$ cat config.mk
export PLATFORM = sky130hd
export DESIGN_NAME = sab64_ctrl
export DESIGN_NICKNAME = d
export VERILOG_FILES = /design/src/hdl/assert_macros.svh /design/src/hdl/sab64_pkg.sv /design/src/hdl/sab64_ctrl.sv
export SDC_FILE = /design/constraint.sdc
export NUM_CORES = 1
export LEC_CHECK = 0
export BUFFER_PORTS_ARGS = -buffer_cell sky130_fd_sc_hd__buf_2
export CORE_AREA = 2 2 39 41
export DETAILED_ROUTE_END_ITERATION = 10
export DIE_AREA = 0 0 41 43
export GPL_ROUTABILITY_DRIVEN = 0
export SLEW_MARGIN = 20
export SYNTH_ARGS = -nofsm -noshare
export SYNTH_HDL_FRONTEND = slang
export SYNTH_SLANG_ARGS = --single-unit
$ cat constraint.sdc
create_clock -name clk_i -period 2.02 [get_ports clk_i]
set_input_delay 0 -clock clk_i [delete_from_list [all_inputs] [get_ports clk_i]]
set_output_delay 0 -clock clk_i [all_outputs]
set_load 0.005 [all_outputs]
$ cat src/hdl/assert_macros.svh
// assertion macros used by the top-level rtl file
`ifndef ASSERT_MACROS_SVH
`define ASSERT_MACROS_SVH
`ifndef SYNTHESIS
`define SAB_ASSERT(lbl, prop, msg) \
  lbl: assert property (@(posedge clk_i) disable iff (!rst_ni) prop) else $error(msg);
`define SAB_NEVER(lbl, expr, msg) \
  lbl: assert property (@(posedge clk_i) disable iff (!rst_ni) !(expr)) else $error(msg);
`else
`define SAB_ASSERT(lbl, prop, msg)
`define SAB_NEVER(lbl, expr, msg)
`endif
`endif

$ cat src/hdl/sab64_pkg.sv
// types and constants of the selectable alphabet base64 codec
package sab64_pkg;

  localparam int unsigned SYM_W     = 8;
  localparam int unsigned IDX_W     = 6;
  localparam int unsigned ALPHA_LEN = 64;
  localparam int unsigned N_SYM     = 4;
  localparam int unsigned SLOT_W    = 2;

  typedef enum logic [1:0] {
    OP_LOAD   = 2'd0,
    OP_ENCODE = 2'd1,
    OP_DECODE = 2'd2
  } op_e;

  typedef enum logic [1:0] {
    ST_IDLE,
    ST_RUN,
    ST_DRAIN,
    ST_FINISH
  } state_e;

  typedef struct packed {
    logic [1:0]  cmd;
    logic [3:0]  table_id;
    logic [5:0]  entry_index;
    logic [31:0] data_word;
  } sab64_in_t;

  typedef struct packed {
    logic [31:0] result_word;
    logic [3:0]  invalid_mask;
  } sab64_out_t;

  typedef struct packed {
    logic load_we;
    logic start;
    logic issue;
    logic out_load;
  } sab64_cmd_t;

  typedef struct packed {
    logic table_ok;
    logic last;
    logic out_busy;
  } sab64_stat_t;

endpackage

$ cat src/hdl/sab64_ctrl.sv
// controller: item acceptance and read sequencing state machine
module sab64_ctrl (
  input  logic                   clk_i,
  input  logic                   rst_ni,
  input  logic                   in_valid_i,
  input  logic [1:0]             in_cmd_i,
  output logic                   in_ready_o,
  input  sab64_pkg::sab64_stat_t stat_i,
  output sab64_pkg::sab64_cmd_t  cmd_o
);
  import sab64_pkg::*;

  state_e state_q, state_d;

  always_ff @(posedge clk_i or negedge rst_ni) begin
    if (!rst_ni) begin
      state_q <= ST_IDLE;
    end else begin
      state_q <= state_d;
    end
  end

  always_comb begin
    state_d    = state_q;
    cmd_o      = '0;
    in_ready_o = 1'b0;
    unique case (state_q)
      ST_IDLE: begin
        in_ready_o = 1'b1;
        if (in_valid_i && stat_i.table_ok) begin
          if (in_cmd_i == OP_LOAD) begin
            cmd_o.load_we = 1'b1;
          end else if (in_cmd_i == OP_ENCODE || in_cmd_i == OP_DECODE) begin
            cmd_o.start = 1'b1;
            state_d     = ST_RUN;
          end
        end
      end
      ST_RUN: begin
        cmd_o.issue = 1'b1;
        if (stat_i.last) begin
          state_d = ST_DRAIN;
        end
      end
      ST_DRAIN: begin
        state_d = ST_FINISH;
      end
      ST_FINISH: begin
        if (!stat_i.out_busy) begin
          cmd_o.out_load = 1'b1;
          state_d        = ST_IDLE;
        end
      end
      default: begin
        state_d = ST_IDLE;
      end
    endcase
  end

endmodule

==> results of run 1 <==
synth_stat cells:
master and count:
a2111oi_4 1, and2_1 2, and2b_4 1, and4_1 2, dfrtp_1 2, ha_1 6, inv_1 4, mux2_4 1
mux2i_1 1, nand3_2 1, nor2_1 1, nor2b_1 1
logic make-up after synthesis:
family | synth area share (%)
and+or+nand+nor | 23.8
DFF | 19.8
buffers and inverters | 5.94
muxes | 9.90
adders and majority gates | 29.7
AOI/OAI and AO/OA | 10.9
power groups by stage:
stage | clock network, µW | logic, µW | registers [µW]
after CTS | 94.1 | 279 | 83.0
final | 86.9 | 269 | 82.8
after global routing | 93.4 | 303 | 86.2
after detailed placement | 0 | 276 | 83.2
after global placement | 0 | 271 | 82.7
after floorplan | 0 | 209 | 79.7
critical path, cell delays in order (launching register included):
cell	delay [ps]
dfrtp_1	370
inv_1	90
ha_1	190
and2b_4	170
a2111oi_4	400
mux2_4	330
cell type report:
class,instances,area [µm²],area share [%]
Tap cell,16,20.0,5.48
Sequential cell,2,50.0,13.7
Clock buffer,3,22.5,6.16
Multi-Input combinational cell,17,188,51.4
Inverter,4,15.0,4.11
Timing Repair Buffer,13,70.1,19.2
metal layers:
metal / vias up / track usage [%]
met5: - / 0
met4: 0 / 8.00
met3: 0 / 3.14
met2: 9 / 10.6
met1: 99 / 5.47
li1: 111 / -
worst paths after layout:
path / cells past startpoint / from / slack (ps) / endpoint
hold / removal: 2 / rst_ni / 90 / state_q[0]
hold reg to reg: 1 / state_q[1] / 560 / state_q[1]
setup reg to reg: 5 / state_q[1] / 350 / state_q[1]
max in group asynchronous: 2 / rst_ni / 1830 / state_q[1]
min in group clk_i: 4 / stat_i[2] / 220 / state_q[0]
setup / recovery: 5 / state_q[1] / 350 / state_q[1]
metrics by stage:
stage / total power [µW] / std cells / util [%] / setup WS [ps] / area (µm²)
finish: 439 / 55 / 26.4 / 350 / 365
floorplan: 289 / 23 / - / 403 / 253
global route: 483 / 55 / 26.4 / 249 / 365
global placement: 354 / 51 / 24.1 / 370 / 333
detailed placement: 359 / 51 / 24.1 / 341 / 333
CTS: 456 / 55 / 26.4 / 328 / 365
what timing repair did:
action / CTS / global route
hold buffers: 1 / 0
gates resized for setup: 0 / 0
hold endpoints to repair: 2 / 0
==> flow_metrics.py, run 1 <==
metrics = {
    "outcome": {
        "outcome": "complete, no violations",
    },
    "detailed_routing": {
        "drtAntennaViolNets": 0,
        "viasPerCell": 3.98,
        "detail_route.drc_violations": 0,
        "routed_wire_length_um": 460,
        "met1_length_um": 174,
        "dr_total_vias": 219,
        "met3_wirelength_um": 39,
        "initial_drc_count": 0,
        "maxUsedRoutingLayer": "met3",
        "drt_pre_antenna_iters": 1,
        "avgRoutedWirePerCell_um": 8.36,
        "dr_wl_met2_um": 247,
    },
    "global_routing": {
        "antenna_found_initial": 0,
        "grt_pass1_wl_um": 738,
        "global_route.usage.total_pct": 6.93,
        "grt-ovfl-total": 0,
        "first_global_vias": 222,
        "grt_start_max_net_pins": 6,
    },
    "yosys": {
        "netlist_top_cells_area": "ha_1 30%, dfrtp_1 20%, a2111oi_4 11%",
        "ys_seq_elements": 2,
        "ys_seq_area_share_pct": 19.8,
        "postSynthNetCount": 37,
        "mapped_area_um2": 253,
        "post_synth_inst_count": 23,
        "netlist.area_leader.share_pct": 29.7,
        "synth_area_leader_cell": "ha_1",
        "synth_warnings": 0,
        "syn_area_per_cell_um2": 11.0,
        "post_synth_num_cell_types": 12,
    },
    "timing": {
        "timing.final.crit_period_ps": 1670,
        "final_max_slew_viol_count": 0,
        "final_setup_violations": 0,
        "clock_skew_ps": 2.45,
        "timing.fmax_mhz": 599,
        "finalHoldViolCount": 0,
        "final.period_utilization_pct": 82.7,
        "timing.setup.tns_ps": 0,
        "timing_worst_slew_pin_value_ps": 353,
        "slew_headroom_pct": 76.5,
        "rsz0062_at_grt": "no",
        "final.hold.worst_slack_ps": 91.4,
    },
    "critical_path": {
        "timing.critical_path.arrival_ps": 1770,
        "required_ps": 2120,
        "critical_path.startpoint_type": "flop",
        "critical_path.max_fanout": 4,
        "worst-setup-path-type": "reg2reg",
        "setup.worst_path.end_class": "flop",
    },
    "final_layout": {
        "largest_register": "state_q",
        "n_antenna_cell": 0,
        "most-common-layout-cells": "12 x buf_2, 6 x ha_1, 4 x inv_1",
        "nets": 55,
        "syn2layout_area_growth_pct": 44.6,
        "final_common_cell": "buf_2",
        "share_of_cells_above_drive_strength_1_pct": 48.7,
        "layout.filler_cells": 149,
        "largest_reg_flops": 2,
        "reg_top3": "state_q x2",
    },
    "pwr": {
        "p_sw_share_pct": 36.1,
        "combPwrFrac_pct": 61.3,
        "power_switching_uw": 159,
        "power.density_nw_per_um2": 1200,
        "sequential_cell_fraction_of_total_power_pct": 18.9,
        "worst_ir_drop_vdd_uv": 505,
        "pwr-share-clk_pct": 19.8,
        "leakage_uw": 0.000206,
        "cell_internal_pwr_uw": 280,
    },
    "floorplan": {
        "fp.dieW_um": 41,
        "coreArea_um2": 1380,
        "start_util_pct": 18.3,
        "dieHeight_um": 43,
        "io_pins": 13,
        "dieArea_um2": 1760,
        "core.rowCount": 14,
    },
    "cts": {
        "worst_setup_hold_path_clk_slew_ps": 30,
        "cts_root_buf": "clkbuf_4",
        "htree_levels": 1,
        "cts_buffers": 3,
        "cts_tree": "yes",
        "insertion_delay_ps": 220,
        "clock_sink_count": 2,
        "cts_buffer_depth": 2,
        "setup_fix_buffers_added_after_clock_tree_synthesis": 0,
    },
    "flow_run": {
        "max-cap-violations": 0,
    },
    "placed_design": {
        "buffer_ports.inserted": 12,
        "hpwlAfterDp_um": 394,
    },
    "worst_hold_path": {
        "min-delay-path-class": "in2async",
    },
}
No activity file was read; power rests on OpenSTA's default activity.
==> inputs of run 2 (changes only) <==
- clock period: 2.02 -> 1.5 ns (I/O delays scaled with it)
==> flow_metrics.py, run 2 (same netlist as run 1, synthesis figures left out) <==
metrics = {
    "outcome": {
        "outcome": "finished, violations left",
        "failed_checks": "negative setup slack",
    },
    "timing": {
        "rsz0062_at_grt": "yes",
        "postLayoutSetupSlackWorst_ps": -69.1,
        "final_setup_violations": 2,
        "timing_worst_slew_pin_value_ps": 307,
        "final.period_utilization_pct": 105,
        "final_max_slew_viol_count": 0,
        "clock_skew_ps": 2.21,
        "timing.final.crit_period_ps": 1570,
        "timing.fmax_mhz": 637,
        "slew_headroom_pct": 79.6,
        "finalHoldViolCount": 0,
    },
    "floorplan": {
        "io_pins": 13,
        "coreArea_um2": 1380,
        "dieHeight_um": 43,
        "start_util_pct": 18.3,
        "dieArea_um2": 1760,
        "core.rowCount": 14,
        "fp.dieW_um": 41,
    },
    "placed_design": {
        "buffer_ports.inserted": 12,
        "hpwlAfterDp_um": 453,
        "post_dp_cell_area_um2": 400,
    },
    "cts": {
        "insertion_delay_ps": 220,
        "cts_tree": "yes",
        "cts_root_buf": "clkbuf_4",
        "cts_buffer_depth": 2,
        "htree_levels": 1,
        "worst_setup_hold_path_clk_slew_ps": 30,
        "clock_sink_count": 2,
        "cts_buffers": 3,
    },
    "critical_path": {
        "critical_path.startpoint_type": "flop",
        "worstSetupEndpoint": "state_q[1]",
        "timing.critical_path.arrival_ps": 1670,
        "rrSetupSlack_ps": -70,
        "cp_num_cells": 5,
        "critical_path.max_fanout": 3,
        "path_delay_family": "flip-flops",
        "worst-setup-path-type": "reg2reg",
        "launching_point_of_the_worst_reg2reg_path": "state_q[1]",
        "worst-path-buf-inv": 1,
        "beginning_of_the_critical_path": "state_q[1]",
        "setup.worst_path.end_class": "flop",
        "required_ps": 1600,
        "worst-r2r-cell-count": 5,
        "timing.critical_path.cells": "inv_2, ha_4, and2_4, a2111oi_4, mux2_4",
        "slowest_stage": "dfrtp_1",
        "r2r_end": "state_q[1]",
        "cp_slowest_stage_delay_ps": 390,
    },
    "pwr": {
        "p_sw_share_pct": 32.5,
        "sequential_cell_fraction_of_total_power_pct": 13.6,
        "leakage_uw": 0.000256,
        "combPwrFrac_pct": 72.6,
        "cell_internal_pwr_uw": 580,
        "worst_ir_drop_vdd_uv": 780,
        "power_switching_uw": 280,
        "pwr-share-clk_pct": 13.8,
        "power.density_nw_per_um2": 1880,
    },
    "detailed_routing": {
        "drt_pre_antenna_iters": 1,
        "initial_drc_count": 0,
        "routed_wire_length_um": 552,
        "dr_total_vias": 253,
        "avgRoutedWirePerCell_um": 8.49,
        "detail_route.drc_violations": 0,
        "drtAntennaViolNets": 0,
        "viasPerCell": 3.89,
    },
    "global_routing": {
        "met2_usage_pct": 13.1,
        "grt_pass1_wl_um": 876,
        "first_global_vias": 259,
        "global_route.usage.total_pct": 7.92,
        "grt.busiest_layer": "met2",
        "grt-ovfl-total": 0,
        "antenna_found_initial": 0,
        "groute.layer.met3.usage_pct": 4.71,
        "grt_start_max_net_pins": 4,
        "globalRouteMet1Util_pct": 6.07,
    },
    "final_layout": {
        "syn2layout_area_growth_pct": 81.2,
        "largest_reg_flops": 2,
        "reg_top3": "state_q x2",
        "largest_register": "state_q",
        "finish.utilization_pct": 33.1,
        "final_common_cell": "buf_2",
        "fin_area_um2": 458,
        "share_of_cells_above_drive_strength_1_pct": 69.4,
        "layout.filler_cells": 144,
        "n_antenna_cell": 0,
        "most-common-layout-cells": "12 x buf_2, 10 x buf_4, 5 x ha_1",
        "nets": 65,
    },
    "worst_hold_path": {
        "min-delay-path-class": "in2async",
    },
    "flow_run": {
        "max-cap-violations": 0,
    },
}
run 2: cell count changes in the layout (fill, tap and decap cells not counted):
cell / change
and2_4: +2
inv_2: +2
ha_1: -1
inv_1: -2
buf_4: +10
ha_4: +1
and2_1: -2
run 2: repair_timing:
action / CTS / global route
hold endpoints to repair: 2 / 0
setup endpoints to repair: 2 / 2
buffers inserted: 2 / 1
hold buffers: 1 / 0
resized for setup: 1 / 0
run 2: cell type report:
| class | count | area [µm²] | share of cell area [%] |
|---|---|---|---|
| inverter | 4 | 15.0 | 3.28 |
| clock buffer | 3 | 22.5 | 4.92 |
| timing repair buffer | 23 | 145 | 31.7 |
| sequential | 2 | 50.0 | 10.9 |
| tap | 16 | 20.0 | 4.37 |
| multi-input combinational | 17 | 205 | 44.8 |
run 2: metrics by stage:
stage | cells | worst slack (ps) | total power [µW] | hold WS (ps) | setup TNS (ps)
after floorplan | 23 | -65.6 | 432 | -296 | -65.6
after global placement | 58 | -73.0 | 658 | -208 | -111
after detailed placement | 58 | -76.3 | 681 | -213 | -106
after CTS | 64 | -65.7 | 862 | 76.9 | -88.1
after global routing | 65 | -121 | 939 | 86.6 | -215
final | 65 | -69.1 | 860 | 87.0 | -104
run 2: worst min path at each step:
stage / endpoint / slack, ps / cells past startpoint
final: state_q[1] / 90 / 2
after CTS: state_q[1] / 80 / 2
after floorplan: state_q[0] / -300 / 0
after detailed placement: state_q[0] / -210 / 1
after global routing: state_q[1] / 90 / 2
after global placement: state_q[0] / -210 / 1
run 2: power groups by stage:
stage	logic [µW]	registers (µW)	clock network, µW
2_1_floorplan	320	112	0
3_3_place_gp	538	120	0
3_5_place_dp	562	119	0
4_1_cts	618	116	128
5_1_grt	684	121	133
6_report	624	117	119
run 2: worst register-to-register path: stages, from the launching register on:
cell and delay [ps]:
dfrtp_1 390, inv_2 80, ha_4 160, and2_4 130
a2111oi_4 360, mux2_4 330
run 2: per-layer routing:
layer	up-vias	part of all wire (%)	wire [µm]
met3	0	11	60
met5	-	0	0
li1	130	-	-
met4	0	0	0
met1	113	36	197
met2	10	53	294
==> inputs of run 3 (changes only) <==
- ABC_AREA: not set -> 1
==> flow_metrics.py, run 3 <==
metrics = {
    "cts": {
        "cts_buffers": 3,
        "cts_tree": "yes",
        "cts_repair_resize_count": 0,
        "setup_fix_buffers_added_after_clock_tree_synthesis": 0,
        "cts_buffer_depth": 2,
        "clock_sink_count": 2,
        "htree_levels": 1,
        "worst_setup_hold_path_clk_slew_ps": 30,
        "cts_root_buf": "clkbuf_4",
        "insertion_delay_ps": 220,
        "post_cts_hold_buffer_count": 1,
    },
    "timing": {
        "finalHoldViolCount": 0,
        "final_max_slew_viol_count": 0,
        "slew_headroom_pct": 90.9,
        "final_setup_violations": 0,
        "timing.final.crit_period_ps": 1230,
        "final.period_utilization_pct": 82.1,
        "clock_skew_ps": 0.765,
        "rsz0062_at_grt": "no",
        "timing.fmax_mhz": 812,
        "timing_worst_slew_pin_value_ps": 136,
        "timing.setup.tns_ps": 0,
    },
    "detailed_routing": {
        "avgRoutedWirePerCell_um": 7.02,
        "detail_route.drc_violations": 0,
        "dr_total_vias": 242,
        "routed_wire_length_um": 463,
        "drtAntennaViolNets": 0,
        "viasPerCell": 3.67,
        "drt_pre_antenna_iters": 2,
        "initial_drc_count": 3,
    },
    "global_routing": {
        "global_route.usage.total_pct": 6.12,
        "antenna_found_initial": 0,
        "grt_pass1_wl_um": 703,
        "grt-ovfl-total": 0,
        "first_global_vias": 218,
        "grt_start_max_net_pins": 5,
    },
    "pwr": {
        "cell_internal_pwr_uw": 322,
        "leakage_uw": 0.000219,
        "pwr-share-clk_pct": 20.2,
        "power.density_nw_per_um2": 1570,
        "worst_ir_drop_vdd_uv": 410,
        "p_sw_share_pct": 43.0,
        "power_switching_uw": 243,
        "sequential_cell_fraction_of_total_power_pct": 20.0,
        "combPwrFrac_pct": 59.8,
    },
    "yosys": {
        "ys_seq_area_share_pct": 20.3,
        "ys_top_cells_by_count": "7 x inv_1, 7 x nand2_1, 6 x ha_1",
        "ys_seq_elements": 2,
        "synth-edff-count": 0,
        "netlist.area_leader.share_pct": 30.5,
        "netlist_top_cells_area": "ha_1 30%, dfrtp_1 20%, inv_1 11%",
        "mapped_area_um2": 246,
        "post_synth_inst_count": 34,
        "async_s_r_ff_share_synth_pct": 100,
        "postSynthNetCount": 48,
        "synth_area_leader_cell": "ha_1",
        "synth_warnings": 0,
        "syn_area_per_cell_um2": 7.25,
        "post_synth_num_cell_types": 10,
        "synth_top_flop_cell": "dfrtp_1",
    },
    "floorplan": {
        "dieArea_um2": 1760,
        "io_pins": 13,
        "start_util_pct": 17.8,
        "coreArea_um2": 1380,
        "fp.dieW_um": 41,
        "dieHeight_um": 43,
        "core.rowCount": 14,
    },
    "placed_design": {
        "hpwlAfterDp_um": 415,
        "buffer_ports.inserted": 12,
    },
    "critical_path": {
        "worst-r2r-cell-count": 8,
        "slowest_stage": "dfrtp_1",
        "r2r_end": "state_q[0]",
        "cp_slowest_stage_delay_ps": 380,
        "critical_path.startpoint_type": "flop",
        "worstSetupEndpoint": "state_q[0]",
        "worst-setup-path-type": "reg2reg",
        "crit_top_cell": "nand2_2",
        "timing.critical_path.arrival_ps": 1340,
        "critical_path.max_fanout": 4,
        "rrSetupSlack_ps": 270,
        "timing.critical_path.cells": "inv_1, ha_1, nand2_2, nand2_2, nor2_4, nand2_2, nand2_1, nand2_1",
        "launching_point_of_the_worst_reg2reg_path": "state_q[0]",
        "required_ps": 1610,
        "setup.worst_path.end_class": "flop",
        "beginning_of_the_critical_path": "state_q[0]",
    },
    "final_layout": {
        "reg_top3": "state_q x2",
        "area_taken_by_multi_input_logic_gates_um2": 170,
        "largest_reg_flops": 2,
        "largest_register": "state_q",
        "final_common_cell": "buf_2",
        "syn2layout_area_growth_pct": 45.7,
        "layout.filler_cells": 165,
        "most-common-layout-cells": "12 x buf_2, 7 x inv_1, 7 x nand2_1",
        "finish.utilization_pct": 25.9,
        "n_antenna_cell": 0,
        "share_of_cells_above_drive_strength_1_pct": 42.0,
        "seq_area_um2": 50.0,
        "nets": 66,
    },
    "outcome": {
        "outcome": "complete, no violations",
    },
    "worst_hold_path": {
        "min-delay-path-class": "in2async",
    },
    "flow_run": {
        "max-cap-violations": 0,
    },
}
-- run 3: cell count changes after synthesis, moves of 2 or more --
cell,change
and2_1,-2
and4_1,-2
inv_1,+3
nand2_2,+3
nand3_1,+3
nor2_1,+2
nand2_1,+7
-- run 3: how the worst min path moves through the flow --
stage | to | slack (ps) | depth (start not counted)
2_1_floorplan | state_q[0] | -300 | 0
3_3_place_gp | state_q[1] | -210 | 1
3_5_place_dp | state_q[1] | -210 | 1
4_1_cts | state_q[1] | 90 | 2
5_1_grt | state_q[0] | 100 | 2
6_report | state_q[1] | 100 | 2
-- run 3: metrics by stage --
| stage | power, µW | hold slack, ps | instances | cell area [µm²] | setup WS, ps |
|---|---|---|---|---|---|
| floorplan | 366 | -296 | 34 | 246 | 331 |
| global route | 641 | 102 | 66 | 359 | 155 |
| finish | 565 | 98.4 | 66 | 359 | 268 |
| detailed placement | 459 | -210 | 62 | 327 | 258 |
| global placement | 456 | -213 | 62 | 327 | 279 |
| CTS | 589 | 86.7 | 66 | 359 | 250 |
-- run 3: cell families (layout without fill, tap and decap cells) --
logic type | count (synthesis) | count (layout) | synth area share (%)
fa+ha+maj | 6 | 6 | 30.5
flops | 2 | 2 | 20.3
buf+inv | 7 | 23 | 10.7
simple gates | 19 | 19 | 38.6
-- run 3: metal layers --
layer / GRT usage (%) / up-vias / part of all wire (%)
li1: - / 133 / -
met5: 0 / - / 0
met3: 1.57 / 0 / 4.8
met4: 6.00 / 0 / 0
met2: 10.0 / 5 / 55
met1: 5.47 / 104 / 40
-- run 3: worst max-delay path, delay by kind of cell, from the launching register on --
kind                     cells  cell delay [ps]
adder cells (fa/ha/maj)      1              240
flip-flops                   1              380
buffers and inverters        1              100
AND/OR/NAND/NOR              6              390
-- run 3: power by group through the flow --
stage / Sequential [µW] / Clock [µW] / Combinational, µW
floorplan: 107 / 0 / 259
global placement: 112 / 0 / 345
detailed placement: 114 / 0 / 345
CTS: 114 / 126 / 349
global route: 117 / 129 / 395
finish: 113 / 114 / 338
-- run 3: area by class of cell --
| type | count | share of cell area (%) |
|---|---|---|
| tap | 16 | 5.57 |
| multi-input combinational | 25 | 47.4 |
| clock buffer | 3 | 6.27 |
| inverter | 7 | 7.32 |
| sequential | 2 | 13.9 |
| timing repair buffer | 13 | 19.5 |
